## src/rtl/kacp_pkg.sv

```systemverilog
// shared types, character codes and helper functions for the knob action command parser
package kacp_pkg;

    // result event codes
    localparam logic [1:0] EvStored   = 2'd0;
    localparam logic [1:0] EvAccepted = 2'd1;
    localparam logic [1:0] EvError    = 2'd2;
    localparam logic [1:0] EvOverflow = 2'd3;

    // action codes
    localparam logic [1:0] ActCw    = 2'd0;
    localparam logic [1:0] ActCcw   = 2'd1;
    localparam logic [1:0] ActPress = 2'd2;
    localparam logic [1:0] ActRel   = 2'd3;

    // ascii codes
    localparam logic [7:0] ChLf    = 8'h0A;
    localparam logic [7:0] ChCr    = 8'h0D;
    localparam logic [7:0] ChZero  = 8'h30;
    localparam logic [7:0] ChNine  = 8'h39;
    localparam logic [7:0] ChUpA   = 8'h41;
    localparam logic [7:0] ChUpF   = 8'h46;
    localparam logic [7:0] ChLoA   = 8'h61;
    localparam logic [7:0] ChLoF   = 8'h66;
    localparam logic [7:0] ChUpC   = 8'h43;
    localparam logic [7:0] ChLoC   = 8'h63;
    localparam logic [7:0] ChUpX   = 8'h58;
    localparam logic [7:0] ChLoX   = 8'h78;
    localparam logic [7:0] ChUpP   = 8'h50;
    localparam logic [7:0] ChLoP   = 8'h70;
    localparam logic [7:0] ChUpR   = 8'h52;
    localparam logic [7:0] ChLoR   = 8'h72;
    localparam logic [7:0] ChUpK   = 8'h4B;
    localparam logic [7:0] ChLoK   = 8'h6B;
    localparam logic [7:0] ChUpM   = 8'h4D;
    localparam logic [7:0] ChLoM   = 8'h6D;

    // command line lengths and the part of the line that is ever parsed
    localparam int KeyLen   = 11;
    localparam int MediaLen = 5;
    localparam int LineMax  = 11;

    // default media usage codes
    localparam logic [7:0] VolumeUp   = 8'hE9;
    localparam logic [7:0] VolumeDown = 8'hEA;

    // first LineMax bytes of the line buffer
    typedef logic [LineMax-1:0][7:0] t_line;

    // decoded command, parser to top level
    typedef struct packed {
        logic            head_ok;   // knob, action, kind and length all good
        logic            is_key;    // keyboard command, else media
        logic [3:0]      pair_ok;   // hex pair at positions 3, 5, 7, 9 is good
        logic [3:0][7:0] pair_val;  // value of each hex pair
        logic [3:0]      knob;
        logic [1:0]      action;
    } t_cmd;

    // one hex digit: {ok, value}
    function automatic logic [4:0] hex_nibble(input logic [7:0] c);
        logic [4:0] res;
        res = 5'd0;
        if (c inside {[ChZero:ChNine]}) begin
            res = {1'b1, 4'(c - ChZero)};
        end else if (c inside {[ChLoA:ChLoF]}) begin
            res = {1'b1, 4'(c - ChLoA + 8'd10)};
        end else if (c inside {[ChUpA:ChUpF]}) begin
            res = {1'b1, 4'(c - ChUpA + 8'd10)};
        end
        return res;
    endfunction

    // two hex digits: {ok, value}
    function automatic logic [8:0] hex_pair(input logic [7:0] hi, input logic [7:0] lo);
        logic [4:0] nh;
        logic [4:0] nl;
        nh = hex_nibble(hi);
        nl = hex_nibble(lo);
        return {nh[4] & nl[4], nh[3:0], nl[3:0]};
    endfunction

endpackage

```

## src/rtl/kacp_ram.sv

```systemverilog
// generic single write port ram with registered read
module kacp_ram #(
    parameter int WIDTH = 8,
    parameter int DEPTH = 16
) (
    input  logic                     i_clk,
    input  logic                     i_we,
    input  logic [$clog2(DEPTH)-1:0] i_wr_addr,
    input  logic [WIDTH-1:0]         i_wr_data,
    input  logic                     i_rd_en,
    input  logic [$clog2(DEPTH)-1:0] i_rd_addr,
    output logic [WIDTH-1:0]         o_rd_data
);

    logic [WIDTH-1:0] r_mem [DEPTH];
    logic [WIDTH-1:0] r_rd_data;

    // write port
    always_ff @(posedge i_clk) begin
        if (i_we) begin
            r_mem[i_wr_addr] <= i_wr_data;
        end
    end

    // read port, returns old data on a same-address write
    always_ff @(posedge i_clk) begin
        if (i_rd_en) begin
            r_rd_data <= r_mem[i_rd_addr];
        end
    end

    assign o_rd_data = r_rd_data;

endmodule

```

## src/rtl/kacp_parse.sv

```systemverilog
// fixed-position decode of a buffered command line
module kacp_parse #(
    parameter int FILL_W     = 4,
    parameter int KNOB_COUNT = 4
) (
    input  kacp_pkg::t_line  i_buf,
    input  logic [FILL_W-1:0] i_fill,
    output kacp_pkg::t_cmd   o_cmd
);

    localparam logic [3:0] KnobLimit = 4'(KNOB_COUNT);

    logic [kacp_pkg::LineMax-1:0][7:0] w_b;
    logic       w_digit;
    logic       w_knob_ok;
    logic       w_act_ok;
    logic [1:0] w_act;
    logic       w_kind_k;
    logic       w_kind_m;
    logic       w_len_k;
    logic       w_len_m;
    logic [8:0] w_p0;
    logic [8:0] w_p1;
    logic [8:0] w_p2;
    logic [8:0] w_p3;

    // bytes past the fill count read as zero
    always_comb begin
        for (int p = 0; p < kacp_pkg::LineMax; p++) begin
            w_b[p] = (FILL_W'(p) < i_fill) ? i_buf[p] : 8'h00;
        end
    end

    // knob digit
    assign w_digit   = w_b[0] inside {[kacp_pkg::ChZero:kacp_pkg::ChNine]};
    assign w_knob_ok = w_digit && (w_b[0][3:0] < KnobLimit);

    // action letter
    always_comb begin
        w_act_ok = 1'b1;
        w_act    = kacp_pkg::ActCw;
        case (w_b[1])
            kacp_pkg::ChUpC, kacp_pkg::ChLoC: w_act = kacp_pkg::ActCw;
            kacp_pkg::ChUpX, kacp_pkg::ChLoX: w_act = kacp_pkg::ActCcw;
            kacp_pkg::ChUpP, kacp_pkg::ChLoP: w_act = kacp_pkg::ActPress;
            kacp_pkg::ChUpR, kacp_pkg::ChLoR: w_act = kacp_pkg::ActRel;
            default: w_act_ok = 1'b0;
        endcase
    end

    // kind letter and line length
    assign w_kind_k = (w_b[2] == kacp_pkg::ChUpK) || (w_b[2] == kacp_pkg::ChLoK);
    assign w_kind_m = (w_b[2] == kacp_pkg::ChUpM) || (w_b[2] == kacp_pkg::ChLoM);
    assign w_len_k  = (i_fill == FILL_W'(kacp_pkg::KeyLen));
    assign w_len_m  = (i_fill == FILL_W'(kacp_pkg::MediaLen));

    // hex pairs
    assign w_p0 = kacp_pkg::hex_pair(w_b[3], w_b[4]);
    assign w_p1 = kacp_pkg::hex_pair(w_b[5], w_b[6]);
    assign w_p2 = kacp_pkg::hex_pair(w_b[7], w_b[8]);
    assign w_p3 = kacp_pkg::hex_pair(w_b[9], w_b[10]);

    always_comb begin
        o_cmd.head_ok  = w_knob_ok && w_act_ok &&
                         ((w_kind_k && w_len_k) || (w_kind_m && w_len_m));
        o_cmd.is_key   = w_kind_k;
        o_cmd.pair_ok  = {w_p3[8], w_p2[8], w_p1[8], w_p0[8]};
        o_cmd.pair_val = {w_p3[7:0], w_p2[7:0], w_p1[7:0], w_p0[7:0]};
        o_cmd.knob     = w_b[0][3:0];
        o_cmd.action   = w_act;
    end

endmodule

```

## src/rtl/knob_action_command_parser_top.sv

```systemverilog
// knob action command parser: line buffer, command decode and action table
// The result of a byte is registered and presented in the cycle after the byte is accepted.
// Throughput: one byte per cycle unless the output stalls; the table is five 8-bit
// rams read and written in the same cycle (old data read); line ends add no stall.
// Reset clears the fill count, the output valid and the per-field table valid bits;
// fields never written read as zero, the media field of cw/ccw as volume up/down.
module knob_action_command_parser_top #(
    parameter int LINE_DEPTH = 16,
    parameter int KNOB_COUNT = 4
) (
    input  logic       i_clk,
    input  logic       i_rst_n,
    input  logic       i_valid,
    output logic       o_stall,
    input  logic [7:0] i_byte_in,
    output logic       o_valid,
    input  logic       i_stall,
    output logic [1:0] o_event_res,
    output logic [3:0] o_knob,
    output logic [1:0] o_action,
    output logic       o_mode,
    output logic [7:0] o_modifiers,
    output logic [7:0] o_key_one,
    output logic [7:0] o_key_two,
    output logic [7:0] o_key_three,
    output logic [7:0] o_media_key
);

    localparam int FillW      = $clog2(LINE_DEPTH);
    localparam int TableDepth = KNOB_COUNT * 4;
    localparam int AddrW      = $clog2(TableDepth);
    localparam int NumFields  = 5;  // modifiers, key one, key two, key three, media

    // field slots
    localparam int FMod   = 0;
    localparam int FKey1  = 1;
    localparam int FKey2  = 2;
    localparam int FKey3  = 3;
    localparam int FMedia = 4;

    logic                  w_in_acc;
    logic                  w_term;
    kacp_pkg::t_cmd        w_cmd;
    logic [AddrW-1:0]      w_addr;
    logic [5:0]            w_addr_full;
    logic [3:0]            w_run_ok;
    logic                  w_accept;
    logic [NumFields-1:0]  w_we;
    logic [NumFields-1:0][7:0] w_wr_data;
    logic [NumFields-1:0][7:0] w_rd_data;
    logic [NumFields-1:0][7:0] w_old;

    kacp_pkg::t_line       r_buf;
    logic [FillW-1:0]      r_fill;
    logic [FillW-1:0]      n_fill;
    logic [TableDepth-1:0] r_fvld [NumFields];
    logic [NumFields-1:0]  r_ovld;
    logic                  r_valid;
    logic [1:0]            r_event;
    logic [1:0]            n_event;
    logic [3:0]            r_knob;
    logic [1:0]            r_action;
    logic                  r_accept;
    logic                  r_is_key;
    logic [3:0][7:0]       r_new;

    // handshake
    assign o_stall  = r_valid && i_stall;
    assign w_in_acc = i_valid && !o_stall;
    assign w_term   = (i_byte_in == kacp_pkg::ChLf) || (i_byte_in == kacp_pkg::ChCr);

    // command decode
    kacp_parse #(
        .FILL_W     (FillW),
        .KNOB_COUNT (KNOB_COUNT)
    ) u_parse (
        .i_buf  (r_buf),
        .i_fill (r_fill),
        .o_cmd  (w_cmd)
    );

    // table address knob*4+action
    assign w_addr_full = {w_cmd.knob, w_cmd.action};
    assign w_addr      = w_addr_full[AddrW-1:0];

    // pairs are committed in order until the first bad one
    assign w_run_ok[0] = w_cmd.pair_ok[0];
    assign w_run_ok[1] = w_run_ok[0] && w_cmd.pair_ok[1];
    assign w_run_ok[2] = w_run_ok[1] && w_cmd.pair_ok[2];
    assign w_run_ok[3] = w_run_ok[2] && w_cmd.pair_ok[3];

    assign w_accept = w_cmd.head_ok && (w_cmd.is_key ? w_run_ok[3] : w_run_ok[0]);

    // table field writes
    always_comb begin
        w_we[FMod]   = w_in_acc && w_term && w_cmd.head_ok && w_cmd.is_key && w_run_ok[0];
        w_we[FKey1]  = w_in_acc && w_term && w_cmd.head_ok && w_cmd.is_key && w_run_ok[1];
        w_we[FKey2]  = w_in_acc && w_term && w_cmd.head_ok && w_cmd.is_key && w_run_ok[2];
        w_we[FKey3]  = w_in_acc && w_term && w_cmd.head_ok && w_cmd.is_key && w_run_ok[3];
        w_we[FMedia] = w_in_acc && w_term && w_cmd.head_ok && !w_cmd.is_key && w_run_ok[0];
        w_wr_data[FMod]   = w_cmd.pair_val[0];
        w_wr_data[FKey1]  = w_cmd.pair_val[1];
        w_wr_data[FKey2]  = w_cmd.pair_val[2];
        w_wr_data[FKey3]  = w_cmd.pair_val[3];
        w_wr_data[FMedia] = w_cmd.pair_val[0];
    end

    // one ram per field, read of the old entry alongside the write
    for (genvar g = 0; g < NumFields; g++) begin : g_field
        kacp_ram #(
            .WIDTH (8),
            .DEPTH (TableDepth)
        ) u_ram (
            .i_clk     (i_clk),
            .i_we      (w_we[g]),
            .i_wr_addr (w_addr),
            .i_wr_data (w_wr_data[g]),
            .i_rd_en   (w_in_acc),
            .i_rd_addr (w_addr),
            .o_rd_data (w_rd_data[g])
        );

        // per-entry written flags
        always_ff @(posedge i_clk) begin
            if (!i_rst_n) begin
                r_fvld[g] <= '0;
            end else if (w_we[g]) begin
                r_fvld[g][w_addr] <= 1'b1;
            end
        end

        always_ff @(posedge i_clk) begin
            if (w_in_acc) begin
                r_ovld[g] <= r_fvld[g][w_addr];
            end
        end
    end

    // fill count and event
    always_comb begin
        n_fill  = r_fill;
        n_event = kacp_pkg::EvStored;
        if (w_term) begin
            n_fill  = '0;
            n_event = w_accept ? kacp_pkg::EvAccepted : kacp_pkg::EvError;
        end else if (r_fill >= FillW'(LINE_DEPTH - 1)) begin
            n_fill  = '0;
            n_event = kacp_pkg::EvOverflow;
        end else begin
            n_fill  = r_fill + 1'b1;
        end
    end

    always_ff @(posedge i_clk) begin
        if (!i_rst_n) begin
            r_fill <= '0;
        end else if (w_in_acc) begin
            r_fill <= n_fill;
        end
    end

    // line buffer, only the parsed positions are kept
    always_ff @(posedge i_clk) begin
        if (w_in_acc && !w_term) begin
            for (int p = 0; p < kacp_pkg::LineMax; p++) begin
                if (r_fill == FillW'(p)) begin
                    r_buf[p] <= i_byte_in;
                end
            end
        end
    end

    // output register valid
    always_ff @(posedge i_clk) begin
        if (!i_rst_n) begin
            r_valid <= 1'b0;
        end else if (w_in_acc) begin
            r_valid <= 1'b1;
        end else if (!i_stall) begin
            r_valid <= 1'b0;
        end
    end

    // output register payload
    always_ff @(posedge i_clk) begin
        if (w_in_acc) begin
            r_event  <= n_event;
            r_accept <= w_term && w_accept;
            r_knob   <= (w_term && w_accept) ? w_cmd.knob : 4'd0;
            r_action <= (w_term && w_accept) ? w_cmd.action : kacp_pkg::ActCw;
            r_is_key <= w_cmd.is_key;
            r_new    <= w_cmd.pair_val;
        end
    end

    // old entry fields, defaults where never written
    always_comb begin
        for (int f = 0; f < NumFields; f++) begin
            w_old[f] = r_ovld[f] ? w_rd_data[f] : 8'h00;
        end
        if (!r_ovld[FMedia]) begin
            case (r_action)
                kacp_pkg::ActCw:  w_old[FMedia] = kacp_pkg::VolumeUp;
                kacp_pkg::ActCcw: w_old[FMedia] = kacp_pkg::VolumeDown;
                default:          w_old[FMedia] = 8'h00;
            endcase
        end
    end

    // result fields
    assign o_valid     = r_valid;
    assign o_event_res = r_event;
    assign o_knob      = r_knob;
    assign o_action    = r_action;
    assign o_mode      = r_accept && r_is_key;
    assign o_modifiers = !r_accept ? 8'h00 : (r_is_key ? r_new[0] : w_old[FMod]);
    assign o_key_one   = !r_accept ? 8'h00 : (r_is_key ? r_new[1] : w_old[FKey1]);
    assign o_key_two   = !r_accept ? 8'h00 : (r_is_key ? r_new[2] : w_old[FKey2]);
    assign o_key_three = !r_accept ? 8'h00 : (r_is_key ? r_new[3] : w_old[FKey3]);
    assign o_media_key = !r_accept ? 8'h00 : (r_is_key ? w_old[FMedia] : r_new[0]);

endmodule
```

## config.mk

```make
export PLATFORM = sky130hd
export DESIGN_NAME = knob_action_command_parser_top
export DESIGN_NICKNAME = d
export VERILOG_FILES = /design/src/rtl/kacp_pkg.sv /design/src/rtl/kacp_ram.sv /design/src/rtl/kacp_parse.sv /design/src/rtl/knob_action_command_parser_top.sv
export SDC_FILE = /design/constraint.sdc
export NUM_CORES = 1
export LEC_CHECK = 0
export ABC_CLOCK_PERIOD_IN_PS = 6120
export BUFFER_PORTS_ARGS = -buffer_cell sky130_fd_sc_hd__clkbuf_2
export CAP_MARGIN = 20
export CORE_ASPECT_RATIO = 0.6
export CORE_UTILIZATION = 35
export DETAILED_ROUTE_END_ITERATION = 8
export PLACE_DENSITY = 0.54
export SKIP_LAST_GASP = 1
export SLEW_MARGIN = 0
export SYNTH_ARGS = -nofsm -noshare
export SYNTH_HDL_FRONTEND = slang
export SYNTH_HIERARCHICAL = 1
export SYNTH_SLANG_ARGS = --single-unit
export TNS_END_PERCENT = 50
```

## constraint.sdc

```tcl
create_clock -name i_clk -period 6.12 [get_ports i_clk]
set_input_delay 0.918 -clock i_clk [delete_from_list [all_inputs] [get_ports i_clk]]
set_output_delay 0.918 -clock i_clk [all_outputs]
set_load 0.01 [all_outputs]
```

==> results of run 1 <==
[state kept, by name, indices dropped and copies added (netlist names)]
signal,flops
g_field.u_ram/o_rd_data,40
g_field.u_ram/r_mem,640
o_action,2
o_event_res,2
o_knob,4
o_valid,1
r_accept,1
r_buf,86
r_fill,4
r_fvld,80
r_is_key,1
r_new,32
r_ovld,5
[worst max-delay path: cells and delay by family, from the launching register on]
kind / cells / cell delay (ns)
buf+inv: 4 / 0.71
compound gates: 3 / 1.27
fa+ha+maj: 1 / 0.18
simple gates: 6 / 2.51
flops: 1 / 0.41
[path summary, 6_finish.rpt]
kind | startpoint | endpoint | slack, ns
min | r_fvld[4][14]$_DFF_P_ | r_fvld[4][14]$_DFF_P_ | 0.46
max | r_fill[2]$_SDFFE_PN0P_ | g_field[2].u_ram/r_mem[3][2]$_DFFE_PP_ | 0.64
max reg2reg | r_fill[2]$_SDFFE_PN0P_ | g_field[2].u_ram/r_mem[3][2]$_DFFE_PP_ | 0.64
min reg2reg | r_fvld[4][14]$_DFF_P_ | r_fvld[4][14]$_DFF_P_ | 0.46
[layout make-up]
type                    instances  share of cell area [%]
well taps                    1410                    4.22
clock buffers                 105                    5.46
flip-flops and latches        898                    63.9
clock inverters                51                    1.28
repair buffers                115                    1.87
inverters                      31                   0.284
diodes                          1                 0.00598
multi-input cells            1045                    23.0
[layout by cell type (no fill, tap or decap), types with 15 or more instances in the layout]
master	count
nand3_1	40
clkinv_2	17
nand3b_1	15
clkbuf_2	62
a21oi_1	15
nand2b_1	25
ha_1	28
dfxtp_1	21
buf_4	47
nor2_1	145
nand2_1	121
inv_1	29
mux4_1	70
clkinv_1	15
nor3_1	35
nor2b_1	47
edfxtp_1	877
a22oi_1	122
and2_1	17
clkbuf_16	88
mux4_2	110
and3_1	16
clkbuf_1	15
o21ai_0	89
[metrics by stage]
stage	instance area [sq um]	utilization, %
finish	41900	39.8
global placement	39000	37.1
CTS	41800	39.8
global route	41900	39.8
detailed placement	39000	37.1
floorplan	37100	-
[per-layer routing]
metal / vias up / routed length, microns / track usage (%)
li1: 8630 / - / -
met1: 10200 / 42400 / 24.9
met2: 640 / 36900 / 23.0
met3: 124 / 5650 / 3.32
met4: 0 / 1620 / 3.40
met5: - / 0 / 0
[where the power goes]
group	internal, mW	total (mW)	switching (mW)
clock	3.02	5.34	2.33
combinational	0.120	0.406	0.286
sequential	6.76	6.80	0.0359
[timing repair]
action                                  4_1_cts  5_1_grt
hold buffers                                  0        0
gates resized for setup                       0        1
endpoints found under the setup margin        0       16
buffers inserted                              0        0
==> reports/metrics.yaml, run 1 <==
status: "completed"
grt_pass1_vias: 19500
max_freq_mhz: 183
io_pins: 63
multi_input_area_sq_um: 9610
fill_cells: 9401
critical-path-max-stage-delay_ns: 0.82
core-area_sq_um: 105000
dieArea_sq_um: 107000
clockBufferDepth: 3
worst_pin_slew_ns: 1.12
ir_worst_vdd_v: 0.000173
crit_path_max_fanout: 17
hold_ws_ns: 0.461
grt-ovfl-total: 0
die_x_microns: 422
power.leakage_nw: 12.1
p_total_mw: 12.6
r2r_cells: 14
wl_mm: 86.6
nets: 2216
post_route_cells_drive_above_1_share_pct: 17.8
tns_ns: 0
path_class: "reg2reg"
gp_congestion: 0.822
grt_max_degree: 114
row_count: 92
drv_cap: 0
synth_area_sq_um: 37100
max_slew_margin_pct: 25.5
vias: 19600
drtIter0Drc: 2204
hold_path.class: "reg2reg"
cts_root_buf: "clkbuf_16"
crit_top_cell: "nor2_1"
crit_arrival_ns: 5.75
cts.sinks: 898
antenna_left: 0
final_max_slew_viol_count: 0
fin_crit_ns: 5.48
grt_pass1_wl_mm: 128
cp-start-kind: "flip-flop"
die_h_microns: 254
syn_inst: 2087
drc: 0
rsz0062_at_grt: "no"
viasPerCell: 5.35
syn_nets: 2127
setup_viol: 0
dp_slack_ns: 0.325
hpwl_mm: 54.9
stdcell_count: 3656
areaGrowthSynthToFinish_pct: 12.8
grt.total_usage_pct: 16.1
whs_path_depth: 2
place_inst: 3497
insertion_delay_ns: 0.68
fin_worst_skew_ns: 0.0420
port_buffers: 62
clk_pin_slew_ns: 0.06
seqCellArea_sq_um: 26800
cp_cell_sequence: "buf_4 -> o31a_1 -> and2_1 -> inv_1 -> ha_1 -> o21bai_1 -> a2111oi_1 -> nor2_1 -> nor2_1 -> clkinv_1 -> buf_4 -> nor3_2 -> or3b_2 -> nor2_1"
worst_slack_ns: 0.643
htree_levels: 3
antenna_found_initial: 2
cts_tree: "yes"
pwr_density_cell_nw_per_um2: 300
numCtsBuffers: 85
syn_avg_cell_area_sq_um: 17.8
hold_viol_final: 0
crit_path_end_kind: "flip-flop"
start_util_pct: 35.3
cp_data_required_time_ns: 6.39
yosys_warnings: 6
crit_path_top_delay_cell: "a2111oi_1"
period_share_pct: 89.5
post_drt_wl_per_cell_microns: 23.7
drtPass1Iterations: 5
Note: power is estimated with default switching activity, not from simulation.
==> run 2, diff against run 1 <==
- ABC_CLOCK_PERIOD_IN_PS: 6120 -> 5530
- clock period: 6.12 -> 5.53 ns (I/O delays scaled with it)
==> reports/metrics.yaml, run 2 (synthesis gave the netlist of run 1 again) <==
r2r_cells: 13  # -1
max_freq_mhz: 200  # +9.4%
whs_path_depth: 2  # unchanged
drtPass1Iterations: 5  # unchanged
final_common_cell: "edfxtp_1"
fin_worst_skew_ns: 0.0264  # -0.0156 ns
top_register: "g_field.u_ram/r_mem"
post_drt_wl_per_cell_microns: 23.9  # +0.92%
reg_top3: "g_field.u_ram/r_mem x640, r_buf x86, r_fvld x80"
worst_pin_slew_ns: 1.03  # -0.0881 ns
clk_pin_slew_ns: 0.06  # about the same
largest_reg_flops: 640  # unchanged
hold_viol_final: 0  # unchanged
wl_mm: 88.1  # +1.8%
die_h_microns: 254  # unchanged
grt.total_usage_pct: 16.3  # +0.29 points
setup_viol: 0  # unchanged
period_share_pct: 90.5  # +1.0 points
grt_pass1_vias: 19600  # +0.77%
dieArea_sq_um: 107000  # unchanged
rrSetupSlack_ns: 0.52  # -0.12 ns
antenna_left: 0  # unchanged
row_count: 92  # unchanged
htree_levels: 3  # unchanged
post_route_cells_drive_above_1_share_pct: 18.8  # +1.0 points
start_util_pct: 35.3  # unchanged
combPwrFrac_pct: 3.2  # about the same
cp_data_required_time_ns: 5.84  # -0.55 ns
hpwl_mm: 57.6  # +5.0%
post-cts-setup-buffers: 0  # unchanged
intPower_mw: 11.1  # +12%
cp-start-kind: "flip-flop"
cts.sinks: 898  # unchanged
nets: 2252  # +1.6%
cp_cell_sequence: "o21ai_0 -> nand2b_1 -> nand2_1 -> inv_1 -> ha_1 -> nor3b_1 -> nor4b_1 -> nand4b_1 -> a22oi_1 -> nor2b_1 -> and3_1 -> or3b_2 -> nor2_1"
layout_common_cells: "edfxtp_1 (877), nor2_1 (145), a22oi_1 (122)"
core-area_sq_um: 105000  # unchanged
pwr_density_cell_nw_per_um2: 331  # +10%
gp_congestion: 0.837  # +1.8%
cts_root_buf: "clkbuf_16"
hold_path.class: "in2reg"
clockBufferDepth: 3  # unchanged
pwr-share-clk_pct: 43.0  # +0.4 points
p_total_mw: 14.0  # +11%
fin_crit_ns: 5.01  # -0.470 ns
critical-path-max-stage-delay_ns: 0.57  # -0.25 ns
max_slew_margin_pct: 31.4  # +5.9 points
post_cts_resized: 0  # unchanged
areaGrowthSynthToFinish_pct: 13.8
p_sw_mw: 2.89  # +9.1%
io_pins: 63  # unchanged
vias: 19700  # +1.0%
grt_max_degree: 91  # -20%
final_max_slew_viol_count: 0  # unchanged
drtIter0Drc: 2019  # -8.4%
crit_arrival_ns: 5.31  # -0.44 ns
antenna_found_initial: 2  # unchanged
rsz0062_at_grt: "no"
status: "completed"
insertion_delay_ns: 0.68  # about the same
tns_ns: 0  # unchanged
seqPwrFrac_pct: 53.8  # -0.4 points
viasPerCell: 5.36  # +0.16%
holdPathEnd: "o_valid$_SDFFE_PN0P_"
power.leakage_nw: 12.3  # +2.0%
r2r-end: "g_field[4].u_ram/r_mem[2][5]$_DFFE_PP_"
crit_path_end_kind: "flip-flop"
min_from: "i_valid"
grt-ovfl-total: 0  # unchanged
swShare_pct: 20.7  # -0.44 points
cts_tree: "yes"
crit_path_max_fanout: 12  # -5
cts_hold_buf: 0  # unchanged
drv_cap: 0  # unchanged
numCtsBuffers: 84  # -1.2%
crit_path_top_delay_cell: "dfxtp_1"
ir_worst_vdd_v: 0.000212  # +23%
drc: 0  # unchanged
path_class: "reg2reg"
port_buffers: 62  # unchanged
die_x_microns: 422  # unchanged
r2r_start: "r_fill[0]$_SDFFE_PN0P_"
grt_pass1_wl_mm: 130  # +1.0%
-- run 2: changes by cell type in the layout (fill, tap and decap cells not counted), sizes merged --
cell / previous run / this run
buf: 53 / 89
bufinv: 8 / 13
clkbuf: 167 / 162
clkinv: 37 / 32
clkinvlp: 6 / 2
inv: 31 / 35
-- run 2: area by class of cell --
| type | instances | area, sq um |
|---|---|---|
| Clock buffer | 99 | 2200 |
| Multi-Input combinational cell | 1045 | 9600 |
| Clock inverter | 51 | 653 |
| Antenna cell | 1 | 2.50 |
| Timing Repair Buffer | 152 | 1150 |
| Fill cell | 9324 | 62800 |
| Tap cell | 1410 | 1760 |
| Sequential cell | 898 | 26800 |
| Inverter | 31 | 119 |
-- run 2: worst max-delay path by stage --
stage	start	cells past startpoint	to
floorplan	r_fill[3]$_SDFFE_PN0P_	12	r_ovld[1]$_DFFE_PP_
global placement	r_fill[2]$_SDFFE_PN0P_	16	g_field[2].u_ram/r_mem[0][3]$_DFFE_PP_
detailed placement	r_fill[0]$_SDFFE_PN0P_	13	g_field[4].u_ram/r_mem[1][2]$_DFFE_PP_
CTS	r_fill[0]$_SDFFE_PN0P_	13	g_field[4].u_ram/r_mem[1][3]$_DFFE_PP_
global route	r_fill[0]$_SDFFE_PN0P_	13	g_field[1].u_ram/r_mem[3][1]$_DFFE_PP_
finish	r_fill[0]$_SDFFE_PN0P_	13	g_field[4].u_ram/r_mem[2][5]$_DFFE_PP_
-- run 2: critical path: cells and delay by family, from the launching register on --
family	cells	cell delay (ns)
flip-flops	1	0.57
adder cells (fa/ha/maj)	1	0.20
buffers and inverters	1	0.14
AND/OR/NAND/NOR	9	3.14
AO/OA/AOI/OAI	2	0.58
-- run 2: layer usage --
layer  share of wire (%)  global-route usage (%)  up-vias  routed length, microns
met5                   0                       0        -                       0
met4                 2.0                    4.10        0                    1760
met3                 6.8                    3.76      103                    6010
met1                  49                    25.1    10300                   42800
met2                  43                    23.2      627                   37500
li1                    -                       -     8679                       -
-- run 2: per-stage QoR --
stage / cells / cell area, sq um / hold WS (ns) / utilization, % / setup WS (ns)
global route: 3686 / 42200 / 0.413 / 40.2 / 0.264
floorplan: 2087 / 37100 / 0.423 / - / 0.654
detailed placement: 3532 / 39400 / 0.445 / 37.4 / 0.656
global placement: 3529 / 39300 / 0.439 / 37.4 / 0.878
CTS: 3682 / 42200 / 0.389 / 40.2 / 0.645
finish: 3687 / 42200 / 0.432 / 40.2 / 0.523
-- run 2: power by group through the flow --
stage | Combinational [mW] | Clock (mW) | Sequential (mW)
final | 0.448 | 6.01 | 7.53
after global routing | 0.484 | 6.41 | 7.53
after CTS | 0.449 | 6.16 | 7.53
after detailed placement | 0.447 | 0 | 7.67
after global placement | 0.440 | 0 | 7.67
after floorplan | 0.273 | 0 | 7.65
